`config.mk`:
```
export PLATFORM = sky130hd
export DESIGN_NAME = adc_window_average_scaler
export DESIGN_NICKNAME = d
export VERILOG_FILES = /design/src/awas_pkg.sv /design/src/adc_window_average_scaler.sv /design/src/awas_ram.sv /design/src/awas_sdiv.sv
export SDC_FILE = /design/constraint.sdc
export NUM_CORES = 2
export LEC_CHECK = 0
export BUFFER_PORTS_ARGS = -buffer_cell sky130_fd_sc_hd__buf_2
export CAP_MARGIN = 20
export CORE_UTILIZATION = 55
export CTS_BUF_LIST = sky130_fd_sc_hd__clkbuf_8
export CTS_CLUSTER_DIAMETER = 100
export DETAILED_ROUTE_END_ITERATION = 12
export HOLD_SLACK_MARGIN = 0.05
export PLACE_DENSITY_LB_ADDON = 0.1
export SLEW_MARGIN = 0
export SYNTH_ARGS = -nofsm -noshare
export SYNTH_HDL_FRONTEND = slang
export SYNTH_SLANG_ARGS = --single-unit
```
`constraint.sdc`:
```
create_clock -name clk -period 20.1 [get_ports clk]
set_input_delay 4.02 -clock clk [delete_from_list [all_inputs] [get_ports clk]]
set_output_delay 4.02 -clock clk [all_outputs]
set_load 0.01 [all_outputs]
```
`src/awas_pkg.sv`:
```
package awas_pkg;

  localparam int CODE_W = 12;
  localparam int READ_W = 16;
  localparam int SUM_W  = 24;
  localparam int CFG_W  = 16;
  localparam int DVD_W  = 30;
  localparam int DVS_W  = 12;
  localparam int NUM_W  = 31;

  typedef enum logic [1:0] {
    CMD_SAMPLE    = 2'd0,
    CMD_READ_CUR0 = 2'd1,
    CMD_READ_CUR1 = 2'd2,
    CMD_READ_PRES = 2'd3
  } cmd_t;

  localparam logic REG_PRES_MIN = 1'b0;
  localparam logic REG_PRES_OFS = 1'b1;

  // code * 60000 / ref for current, code * 153511 / (ref * 64) for pressure
  localparam logic [DVD_W-1:0] CUR_GAIN  = 30'd60000;
  localparam logic [DVD_W-1:0] PRES_GAIN = 30'd153511;
  localparam int               PRES_GAIN_SHIFT = 6;

  // pressure read: ((avg - 200) * 28 + 125 * offset) / 125
  localparam int PRES_SLOPE = 28;
  localparam int PRES_DEN   = 125;
  localparam int PRES_BIAS  = 200 * PRES_SLOPE;

endpackage

```
`src/adc_window_average_scaler.sv`:
```
// Moving average of two current channels and one pressure channel, scaled
// against the internal reference code. A sample transaction (command 0) loads,
// runs the bit-serial dividers (three side by side, one per channel), finishes
// and then updates the rings and running sums. A current read runs one division
// and moves the result into the output register once that register is free; a
// pressure read runs the divider again unless the first-pass numerator is
// negative, in which case it reads zero. A new transaction is taken only once
// the previous one has finished its work, while a finished result may still sit
// in the output register. Current reads return sum / (window - 1), pressure
// reads scale that average; a read clears that channel's sum and fill count, so
// its old ring entries read as zero until the ring refills.
module adc_window_average_scaler #(
  parameter int CURRENT_WINDOW  = 16,
  parameter int PRESSURE_WINDOW = 16
) (
  input  logic                          clk,
  input  logic                          rst_n,

  input  logic                          cfg_we,
  input  logic                          cfg_index,
  input  logic [awas_pkg::CFG_W-1:0]    cfg_data,

  input  logic                          in_valid,
  output logic                          in_stall,
  input  logic [1:0]                    in_command,
  input  logic [awas_pkg::CODE_W-1:0]   in_current_code_a,
  input  logic [awas_pkg::CODE_W-1:0]   in_current_code_b,
  input  logic [awas_pkg::CODE_W-1:0]   in_pressure_code,
  input  logic [awas_pkg::CODE_W-1:0]   in_reference_code,

  output logic                          out_valid,
  input  logic                          out_stall,
  output logic [awas_pkg::READ_W-1:0]   out_reading
);

  import awas_pkg::*;

  localparam int CW_AW = (CURRENT_WINDOW > 1) ? $clog2(CURRENT_WINDOW) : 1;
  localparam int PW_AW = (PRESSURE_WINDOW > 1) ? $clog2(PRESSURE_WINDOW) : 1;

  typedef enum logic [2:0] {
    ST_IDLE,
    ST_SAMP_DIV,
    ST_SAMP_UPD,
    ST_AVG_DIV,
    ST_PRES_DIV,
    ST_RESULT
  } state_t;

  state_t              state_r;
  cmd_t                cmd_r;
  cmd_t                in_cmd;
  logic                ref_zero_r;
  logic [CODE_W-1:0]   pres_min_r;
  logic [CFG_W-1:0]    pres_ofs_r;
  logic [SUM_W-1:0]    sum0_r, sum1_r, sump_r;
  logic [CW_AW-1:0]    cp_r, cp_inc;
  logic [PW_AW-1:0]    pp_r, pp_inc;
  logic [CW_AW-1:0]    fill0_r, fill1_r;
  logic [PW_AW-1:0]    fillp_r;
  logic                full0, full1, fullp;
  logic [READ_W-1:0]   res_r;
  logic                out_valid_r;
  logic [READ_W-1:0]   out_reading_r;

  logic                in_accept;
  logic [CODE_W-1:0]   pres_code_clamp;
  logic [DVD_W-1:0]    cur0_prod, cur1_prod, pres_prod, pres_dvd;

  logic                d0_start, d12_start, d0_done, d1_done, d2_done;
  logic [DVD_W-1:0]    d0_dvd, d0_q, d1_q, d2_q;
  logic [DVS_W-1:0]    d0_dvs;

  logic [NUM_W-1:0]    p_slope, p_ofs, p_tot, p_num;
  logic                pres_neg;

  logic [READ_W-1:0]   v0, v1, vp;
  logic [READ_W-1:0]   ram0_rd, ram1_rd, ramp_rd;
  logic [READ_W-1:0]   old0, old1, oldp;
  logic                ring_we;

  function automatic logic [READ_W-1:0] sat16(input logic [DVD_W-1:0] q);
    sat16 = (|q[DVD_W-1:READ_W]) ? '1 : q[READ_W-1:0];
  endfunction

  assign in_stall  = (state_r != ST_IDLE);
  assign in_accept = in_valid && !in_stall;
  assign in_cmd    = cmd_t'(in_command);

  assign cp_inc = (cp_r == CW_AW'(CURRENT_WINDOW - 1)) ? '0 : cp_r + 1'b1;
  assign pp_inc = (pp_r == PW_AW'(PRESSURE_WINDOW - 1)) ? '0 : pp_r + 1'b1;

  // scaled dividends; the pressure /64 comes off the top before dividing by ref
  assign pres_code_clamp = (in_pressure_code < pres_min_r) ? pres_min_r : in_pressure_code;
  assign cur0_prod = DVD_W'(in_current_code_b) * CUR_GAIN;
  assign cur1_prod = DVD_W'(in_current_code_a) * CUR_GAIN;
  assign pres_prod = DVD_W'(pres_code_clamp) * PRES_GAIN;
  assign pres_dvd  = pres_prod >> PRES_GAIN_SHIFT;

  // pressure read numerator from the first-pass average
  assign p_slope  = NUM_W'(d0_q[SUM_W-1:0]) * NUM_W'(PRES_SLOPE);
  assign p_ofs    = NUM_W'(pres_ofs_r) * NUM_W'(PRES_DEN);
  assign p_tot    = p_slope + p_ofs;
  assign pres_neg = (p_tot < NUM_W'(PRES_BIAS));
  assign p_num    = p_tot - NUM_W'(PRES_BIAS);

  assign d12_start = in_accept && (in_cmd == CMD_SAMPLE);
  assign d0_start  = in_accept ||
                     ((state_r == ST_AVG_DIV) && d0_done && (cmd_r == CMD_READ_PRES) &&
                      !pres_neg);

  always_comb begin
    d0_dvd = DVD_W'(p_num);
    d0_dvs = DVS_W'(PRES_DEN);
    if (state_r == ST_IDLE) begin
      case (in_cmd)
        CMD_SAMPLE: begin
          d0_dvd = cur0_prod;
          d0_dvs = in_reference_code;
        end
        CMD_READ_CUR0: begin
          d0_dvd = DVD_W'(sum0_r);
          d0_dvs = DVS_W'(CURRENT_WINDOW - 1);
        end
        CMD_READ_CUR1: begin
          d0_dvd = DVD_W'(sum1_r);
          d0_dvs = DVS_W'(CURRENT_WINDOW - 1);
        end
        CMD_READ_PRES: begin
          d0_dvd = DVD_W'(sump_r);
          d0_dvs = DVS_W'(PRESSURE_WINDOW - 1);
        end
        default: begin
          d0_dvd = cur0_prod;
          d0_dvs = in_reference_code;
        end
      endcase
    end
  end

  awas_sdiv #(.DVD_W(DVD_W), .DVS_W(DVS_W)) u_div0 (
    .clk(clk), .rst_n(rst_n), .start(d0_start), .dividend(d0_dvd), .divisor(d0_dvs),
    .done(d0_done), .quotient(d0_q)
  );

  awas_sdiv #(.DVD_W(DVD_W), .DVS_W(DVS_W)) u_div1 (
    .clk(clk), .rst_n(rst_n), .start(d12_start), .dividend(cur1_prod),
    .divisor(in_reference_code), .done(d1_done), .quotient(d1_q)
  );

  awas_sdiv #(.DVD_W(DVD_W), .DVS_W(DVS_W)) u_div2 (
    .clk(clk), .rst_n(rst_n), .start(d12_start), .dividend(pres_dvd),
    .divisor(in_reference_code), .done(d2_done), .quotient(d2_q)
  );

  // a zero reference pins every scaled value at full scale
  assign v0 = ref_zero_r ? '1 : sat16(d0_q);
  assign v1 = ref_zero_r ? '1 : sat16(d1_q);
  assign vp = ref_zero_r ? '1 : sat16(d2_q);

  assign ring_we = (state_r == ST_SAMP_UPD);

  awas_ram #(.DEPTH(CURRENT_WINDOW), .WIDTH(READ_W)) u_ring0 (
    .clk(clk), .we(ring_we), .waddr(cp_r), .wdata(v0), .raddr(cp_inc), .rdata(ram0_rd)
  );

  awas_ram #(.DEPTH(CURRENT_WINDOW), .WIDTH(READ_W)) u_ring1 (
    .clk(clk), .we(ring_we), .waddr(cp_r), .wdata(v1), .raddr(cp_inc), .rdata(ram1_rd)
  );

  awas_ram #(.DEPTH(PRESSURE_WINDOW), .WIDTH(READ_W)) u_ringp (
    .clk(clk), .we(ring_we), .waddr(pp_r), .wdata(vp), .raddr(pp_inc), .rdata(ramp_rd)
  );

  // samples since the last clear, held at window - 1; until it gets there the
  // slot leaving the window has not been written since the clear
  assign full0 = (fill0_r == CW_AW'(CURRENT_WINDOW - 1));
  assign full1 = (fill1_r == CW_AW'(CURRENT_WINDOW - 1));
  assign fullp = (fillp_r == PW_AW'(PRESSURE_WINDOW - 1));

  // slot leaving the window; a cleared slot counts as zero
  assign old0 = full0 ? ram0_rd : '0;
  assign old1 = full1 ? ram1_rd : '0;
  assign oldp = fullp ? ramp_rd : '0;

  always_ff @(posedge clk) begin
    if (!rst_n) begin
      state_r     <= ST_IDLE;
      cmd_r       <= CMD_SAMPLE;
      out_valid_r <= 1'b0;
      pres_min_r  <= '0;
      pres_ofs_r  <= '0;
      sum0_r      <= '0;
      sum1_r      <= '0;
      sump_r      <= '0;
      cp_r        <= '0;
      pp_r        <= '0;
      fill0_r     <= '0;
      fill1_r     <= '0;
      fillp_r     <= '0;
    end else begin
      if (cfg_we) begin
        case (cfg_index)
          REG_PRES_MIN: pres_min_r <= cfg_data[CODE_W-1:0];
          REG_PRES_OFS: pres_ofs_r <= cfg_data;
          default: ;
        endcase
      end

      if ((state_r == ST_RESULT) && (!out_valid_r || !out_stall)) begin
        out_valid_r <= 1'b1;
      end else if (out_valid_r && !out_stall) begin
        out_valid_r <= 1'b0;
      end

      case (state_r)
        ST_IDLE: begin
          if (in_accept) begin
            cmd_r      <= in_cmd;
            ref_zero_r <= (in_reference_code == '0);
            case (in_cmd)
              CMD_SAMPLE: state_r <= ST_SAMP_DIV;
              CMD_READ_CUR0: begin
                fill0_r <= '0;
                sum0_r  <= '0;
                state_r <= ST_AVG_DIV;
              end
              CMD_READ_CUR1: begin
                fill1_r <= '0;
                sum1_r  <= '0;
                state_r <= ST_AVG_DIV;
              end
              CMD_READ_PRES: begin
                fillp_r <= '0;
                sump_r  <= '0;
                state_r <= ST_AVG_DIV;
              end
              default: state_r <= ST_IDLE;
            endcase
          end
        end
        ST_SAMP_DIV: begin
          if (d0_done && d1_done && d2_done) begin
            state_r <= ST_SAMP_UPD;
          end
        end
        ST_SAMP_UPD: begin
          sum0_r      <= sum0_r + SUM_W'(v0) - SUM_W'(old0);
          sum1_r      <= sum1_r + SUM_W'(v1) - SUM_W'(old1);
          sump_r      <= sump_r + SUM_W'(vp) - SUM_W'(oldp);
          if (!full0) begin
            fill0_r <= fill0_r + 1'b1;
          end
          if (!full1) begin
            fill1_r <= fill1_r + 1'b1;
          end
          if (!fullp) begin
            fillp_r <= fillp_r + 1'b1;
          end
          cp_r        <= cp_inc;
          pp_r        <= pp_inc;
          state_r     <= ST_IDLE;
        end
        ST_AVG_DIV: begin
          if (d0_done) begin
            if (cmd_r == CMD_READ_PRES) begin
              if (pres_neg) begin
                res_r   <= '0;
                state_r <= ST_RESULT;
              end else begin
                state_r <= ST_PRES_DIV;
              end
            end else begin
              res_r   <= sat16(d0_q);
              state_r <= ST_RESULT;
            end
          end
        end
        ST_PRES_DIV: begin
          if (d0_done) begin
            res_r   <= sat16(d0_q);
            state_r <= ST_RESULT;
          end
        end
        ST_RESULT: begin
          if (!out_valid_r || !out_stall) begin
            out_reading_r <= res_r;
            state_r       <= ST_IDLE;
          end
        end
        default: state_r <= ST_IDLE;
      endcase
    end
  end

  assign out_valid   = out_valid_r;
  assign out_reading = out_reading_r;

endmodule

```
`src/awas_ram.sv`:
```
module awas_ram #(
  parameter int DEPTH = 16,
  parameter int WIDTH = 16,
  localparam int AW = (DEPTH > 1) ? $clog2(DEPTH) : 1
) (
  input  logic             clk,
  input  logic             we,
  input  logic [AW-1:0]    waddr,
  input  logic [WIDTH-1:0] wdata,
  input  logic [AW-1:0]    raddr,
  output logic [WIDTH-1:0] rdata
);

  logic [WIDTH-1:0] mem [DEPTH];
  logic [WIDTH-1:0] rdata_r;

  always_ff @(posedge clk) begin
    if (we) begin
      mem[waddr] <= wdata;
    end
    rdata_r <= mem[raddr];
  end

  assign rdata = rdata_r;

endmodule

```
`src/awas_sdiv.sv`:
```
module awas_sdiv #(
  parameter int DVD_W = 30,
  parameter int DVS_W = 12
) (
  input  logic             clk,
  input  logic             rst_n,
  input  logic             start,
  input  logic [DVD_W-1:0] dividend,
  input  logic [DVS_W-1:0] divisor,
  output logic             done,
  output logic [DVD_W-1:0] quotient
);

  localparam int CNT_W = $clog2(DVD_W + 1);

  logic [DVD_W-1:0] q_r;
  logic [DVS_W-1:0] rem_r;
  logic [DVS_W-1:0] dvs_r;
  logic [CNT_W-1:0] cnt_r;
  logic             done_r;

  logic [DVS_W:0] trial;
  logic [DVS_W:0] diff;
  logic           fits;

  // restoring division, one quotient bit per cycle; dividend bits shift out
  // at the top while quotient bits shift in at the bottom
  assign trial = {rem_r, q_r[DVD_W-1]};
  assign fits  = (trial >= {1'b0, dvs_r});
  assign diff  = trial - {1'b0, dvs_r};

  always_ff @(posedge clk) begin
    if (!rst_n) begin
      cnt_r  <= '0;
      done_r <= 1'b0;
    end else begin
      done_r <= (cnt_r == CNT_W'(1));
      if (start) begin
        q_r   <= dividend;
        rem_r <= '0;
        dvs_r <= divisor;
        cnt_r <= CNT_W'(DVD_W);
      end else if (cnt_r != '0) begin
        rem_r <= fits ? diff[DVS_W-1:0] : trial[DVS_W-1:0];
        q_r   <= {q_r[DVD_W-2:0], fits};
        cnt_r <= cnt_r - 1'b1;
      end
    end
  end

  assign done     = done_r;
  assign quotient = q_r;

endmodule
```
==> flow_summary.rst <==
.. list-table::
   :header-rows: 1

   * - Metric
     - Value
   * - Die Width
     - 345 µm
   * - Unrepaired setup endpoints after global routing
     - false
   * - Post-synthesis sequential element count
     - about 1,100
   * - Area share of fa/ha/maj cells after synthesis
     - 0.182
   * - Synth top area share
     - 0.441
   * - Total of warnings raised by yosys
     - 0
   * - Number of synthesized flops with an enable pin
     - ~950
   * - Slowest stage cell, crit path
     - sky130_fd_sc_hd__fa_1
   * - Register area share after synthesis
     - 0.501
   * - Parity-gate share of the synthesized area counting xor and xnor cells
     - 0.0249
   * - Wire length of the first global-routing pass
     - 235 mm
   * - Vias
     - 39,300
   * - Delay of the slowest cell on the worst path
     - between 0.6 and 0.7 ns
   * - Effective utilization at floorplan
     - 0.556
   * - Count of standard-cell rows
     - between 100 and 150
   * - Layout-stage area growth over the synthesis result
     - 10.2%
   * - Net count, final
     - 5,977
   * - Simple-gate portion of the synthesized area
     - 0.0734
   * - Count of instances resized after the clock tree is built
     - 0
   * - Max-cap violations
     - 0
   * - Required time at the endpoint of the critical path
     - 20.76 ns
   * - Cell count after synthesis
     - 4,957
   * - Number of fill cells
     - roughly 9,200
   * - Number of sinks driven by the clock tree
     - approximately 1,100
   * - Setup violators final
     - 0
   * - List of most frequent post-synthesis cells
     - sky130_fd_sc_hd__edfxtp_1 (951), sky130_fd_sc_hd__inv_1 (634), sky130_fd_sc_hd__ha_1 (456), sky130_fd_sc_hd__fa_1 (302), sky130_fd_sc_hd__nand2_1 (277)
   * - Type of the worst min-delay path
     - reg2reg
   * - Critical path peak fanout
     - 17
   * - Area leader, netlist
     - sky130_fd_sc_hd__edfxtp_1
   * - Io pins
     - 90
   * - Category of the critical setup timing path
     - in2reg
   * - Ys flop type
     - sky130_fd_sc_hd__edfxtp_1
   * - Antenna violations before repair
     - 3
   * - Combinational family with the most area after synthesis
     - adder cells
   * - Routed len/inst
     - 21.8 µm
   * - Total routed wirelength
     - 149 mm
   * - Area fraction in compound gates after synthesis
     - 0.0802
   * - Cell family with the largest share of critical-path delay
     - compound AO/OA/AOI/OAI gates
   * - Layout cell share with drive strength beyond 1
     - 0.145
   * - Count of non-filler cells in the finished layout
     - 6,831
   * - Most numerous cell in the Yosys netlist
     - sky130_fd_sc_hd__edfxtp_1
   * - Setup_tns
     - 0 ns
   * - Hold-fix buffers, CTS
     - 0
   * - Data arrival at the endpoint of the critical path
     - 12.21 ns
   * - Cell area after synthesis
     - 64,700 µm²
   * - Combined global-route utilization of all metal layers
     - 0.256
   * - Synthesized area divided by synthesized cell count
     - 13.1 µm²
   * - Via-per-instance ratio
     - 5.76
   * - Vias in the first global route
     - 40,200
   * - Cell types with the largest area share after synthesis
     - sky130_fd_sc_hd__edfxtp_1 (44%), sky130_fd_sc_hd__fa_1 (9.3%), sky130_fd_sc_hd__ha_1 (8.8%), sky130_fd_sc_hd__mux4_2 (8.4%), sky130_fd_sc_hd__dfxtp_1 (5.9%)
   * - Worst-Skew Late Latency
     - 0.94 ns
   * - Fraction of synthesized area in multiplexers
     - 0.0925
   * - Reg clk slew, reported paths
     - 0.06 ns
   * - Area of the die
     - around 120,000 µm²
   * - Launching element type of the critical path
     - primary input
   * - Transition time of the tightest slew-check pin
     - between 1 and 1.5 ns
   * - CTS tree
     - done
   * - Number of max-slew violations in the final report
     - 0
   * - Ys async rst share
     - 0
   * - Shortest clock period the worst path allows after layout
     - 11.56 ns
   * - Placer congestion estimate
     - 0.902
   * - Unique cell type count in the Yosys netlist
     - 86
   * - GR Overflow Total
     - 0
   * - Longest Clk Path Bufs
     - 3
   * - Initial DRC count
     - approximately 3,200
   * - Buffers inserted by post-CTS timing repair
     - 0
   * - Relative slew margins
     - 0.269
   * - Pre-CTS worst setup slack
     - 7.15 ns
   * - Run status
     - finished, final reports clean
   * - Antenna-violating nets left
     - 0
   * - Cell seen most often among critical-path stages
     - sky130_fd_sc_hd__a21o_1
   * - Setup ws final
     - 8.54 ns
   * - Number of buffers inserted during clock tree synthesis
     - between 150 and 200
   * - # placed instances
     - 6,478
   * - Count of buffer and inverter cells on the critical path
     - 6
   * - Crit share post-route
     - 0.575
   * - Hold Fails Final Rpt
     - 0
   * - Count of TritonRoute iterations in the first routing pass
     - 8
   * - Number of H-tree levels
     - 4
   * - Clock tree root driver cell
     - sky130_fd_sc_hd__clkbuf_8
   * - Count of input and output buffers
     - 89
   * - Vertical die dimension
     - approximately 350 µm
   * - Post-Route Skew
     - 0.0950 ns
   * - Total nets after synthesis
     - 5,787
   * - Remaining routing DRC violations
     - 0
   * - Maximum operating frequency
     - 0.0865 GHz
   * - Crit. End Element
     - flip-flop
   * - Core ar.
     - 116,000 µm²
   * - Detailed placer's ending HPWL
     - about 100 mm
   * - Largest net degree at the start of global routing
     - 76
[final cells by class]
cell class / count / area [µm²] / area share
sequential: 1143 / 32400 / 0.454
multi-input combinational: 3017 / 29600 / 0.415
clock buffer: 214 / 2950 / 0.0413
inverter: 635 / 2380 / 0.0334
tap: 1524 / 1910 / 0.0267
timing repair buffer: 163 / 1040 / 0.0145
clock inverter: 134 / 1020 / 0.0144
antenna: 1 / 2.50 / 0.0000351
[flip-flops by register name (all words and copies together), names as in the netlist, 24 cells and up]
register,flops
sum0_r,24
u_ring1.mem,256
u_div2.quotient,30
u_div1.quotient,30
u_div0.quotient,30
sum1_r,24
u_ring0.mem,256
u_ringp.mem,256
sump_r,24
[metrics by stage]
| step | hold WS (ns) | area, µm² | util |
|---|---|---|---|
| finish | 0.420 | 71300 | 0.613 |
| global route | 0.432 | 71300 | 0.613 |
| CTS | 0.422 | 71300 | 0.612 |
| detailed placement | 0.409 | 67300 | 0.578 |
| global placement | 0.403 | 67300 | 0.578 |
| floorplan | 0.400 | 64700 | - |
[layer usage]
| layer | track usage | wire (µm) | up-vias |
|---|---|---|---|
| met2 | 0.419 | 71600 | 1012 |
| li1 | - | - | 18300 |
| met4 | 0.0684 | 3200 | 2 |
| met1 | 0.361 | 66200 | 19800 |
| met3 | 0.0375 | 8060 | 213 |
| met5 | 0 | 13 | - |
[logic make-up (layout without fill, tap and decap cells)]
family / after synthesis / after routing
AOI/OAI and AO/OA: 787 / 787
buffers and inverters: 797 / 1146
and+or+nand+nor: 993 / 993
muxes: 295 / 295
DFF: 1143 / 1143
other: 0 / 1
xor gates and xnor gates: 184 / 184
adders and majority gates: 758 / 758
[worst paths after layout]
| path | endpoint | depth (start not counted) | slack [ns] | startpoint |
|---|---|---|---|---|
| max reg2reg | u_div0.quotient[6]$_DFFE_PP_ | 27 | 10.70 | u_div0.quotient[2]$_DFFE_PP_ |
| min reg2reg | out_reading[2]$_DFFE_PP_ | 0 | 0.42 | res_r[2]$_DFFE_PP_ |
| max | u_div2.quotient[19]$_DFFE_PP_ | 35 | 8.54 | in_pressure_code[1] |
| min | out_reading[2]$_DFFE_PP_ | 0 | 0.42 | res_r[2]$_DFFE_PP_ |
[cells in the final DEF, fill, tap and decap left out, types with 13 or more instances in the layout]
cell type                  netlist  final
sky130_fd_sc_hd__o211ai_1       19     19
sky130_fd_sc_hd__a31oi_1        17     14
sky130_fd_sc_hd__dfxtp_1       192    192
sky130_fd_sc_hd__inv_1         634    696
sky130_fd_sc_hd__or2_2          21     21
sky130_fd_sc_hd__clkbuf_8        0    214
sky130_fd_sc_hd__nand2b_1       32     32
sky130_fd_sc_hd__buf_4           4     69
sky130_fd_sc_hd__o21a_1         45     44
sky130_fd_sc_hd__xor2_1         60     59
sky130_fd_sc_hd__nor3_1         62     53
sky130_fd_sc_hd__xnor2_1       124    123
sky130_fd_sc_hd__nor2b_1        84     84
sky130_fd_sc_hd__a21o_1         58     58
sky130_fd_sc_hd__a222oi_1       24     24
sky130_fd_sc_hd__mux2i_1        32     32
sky130_fd_sc_hd__edfxtp_1      951    951
sky130_fd_sc_hd__mux4_2        240    240
sky130_fd_sc_hd__nor2_1        274    250
sky130_fd_sc_hd__nand4_1        18     18
sky130_fd_sc_hd__a22oi_1        49     49
sky130_fd_sc_hd__or3_1          18     18
sky130_fd_sc_hd__a211oi_1       26     26
sky130_fd_sc_hd__clkinv_1        1     24
sky130_fd_sc_hd__fa_1          302    302
sky130_fd_sc_hd__a21oi_1       192    189
sky130_fd_sc_hd__nand2_1       277    277
sky130_fd_sc_hd__clkinv_2        0     19
sky130_fd_sc_hd__buf_2           3     89
sky130_fd_sc_hd__nor4_1         17     17
sky130_fd_sc_hd__nand3_1        58     57
sky130_fd_sc_hd__o31ai_1        28     25
sky130_fd_sc_hd__a21boi_0       28     28
sky130_fd_sc_hd__and3_1         24     24
sky130_fd_sc_hd__mux2_2         16     16
sky130_fd_sc_hd__o21ai_1        13     13
sky130_fd_sc_hd__o21ai_0       171    171
sky130_fd_sc_hd__and2_1         79     78
sky130_fd_sc_hd__ha_1          456    453
sky130_fd_sc_hd__o21bai_1       21     21
Power is left out: the tool's default activity adds up to more than one toggle a clock period on the data nets, which glitch-free logic cannot reach.
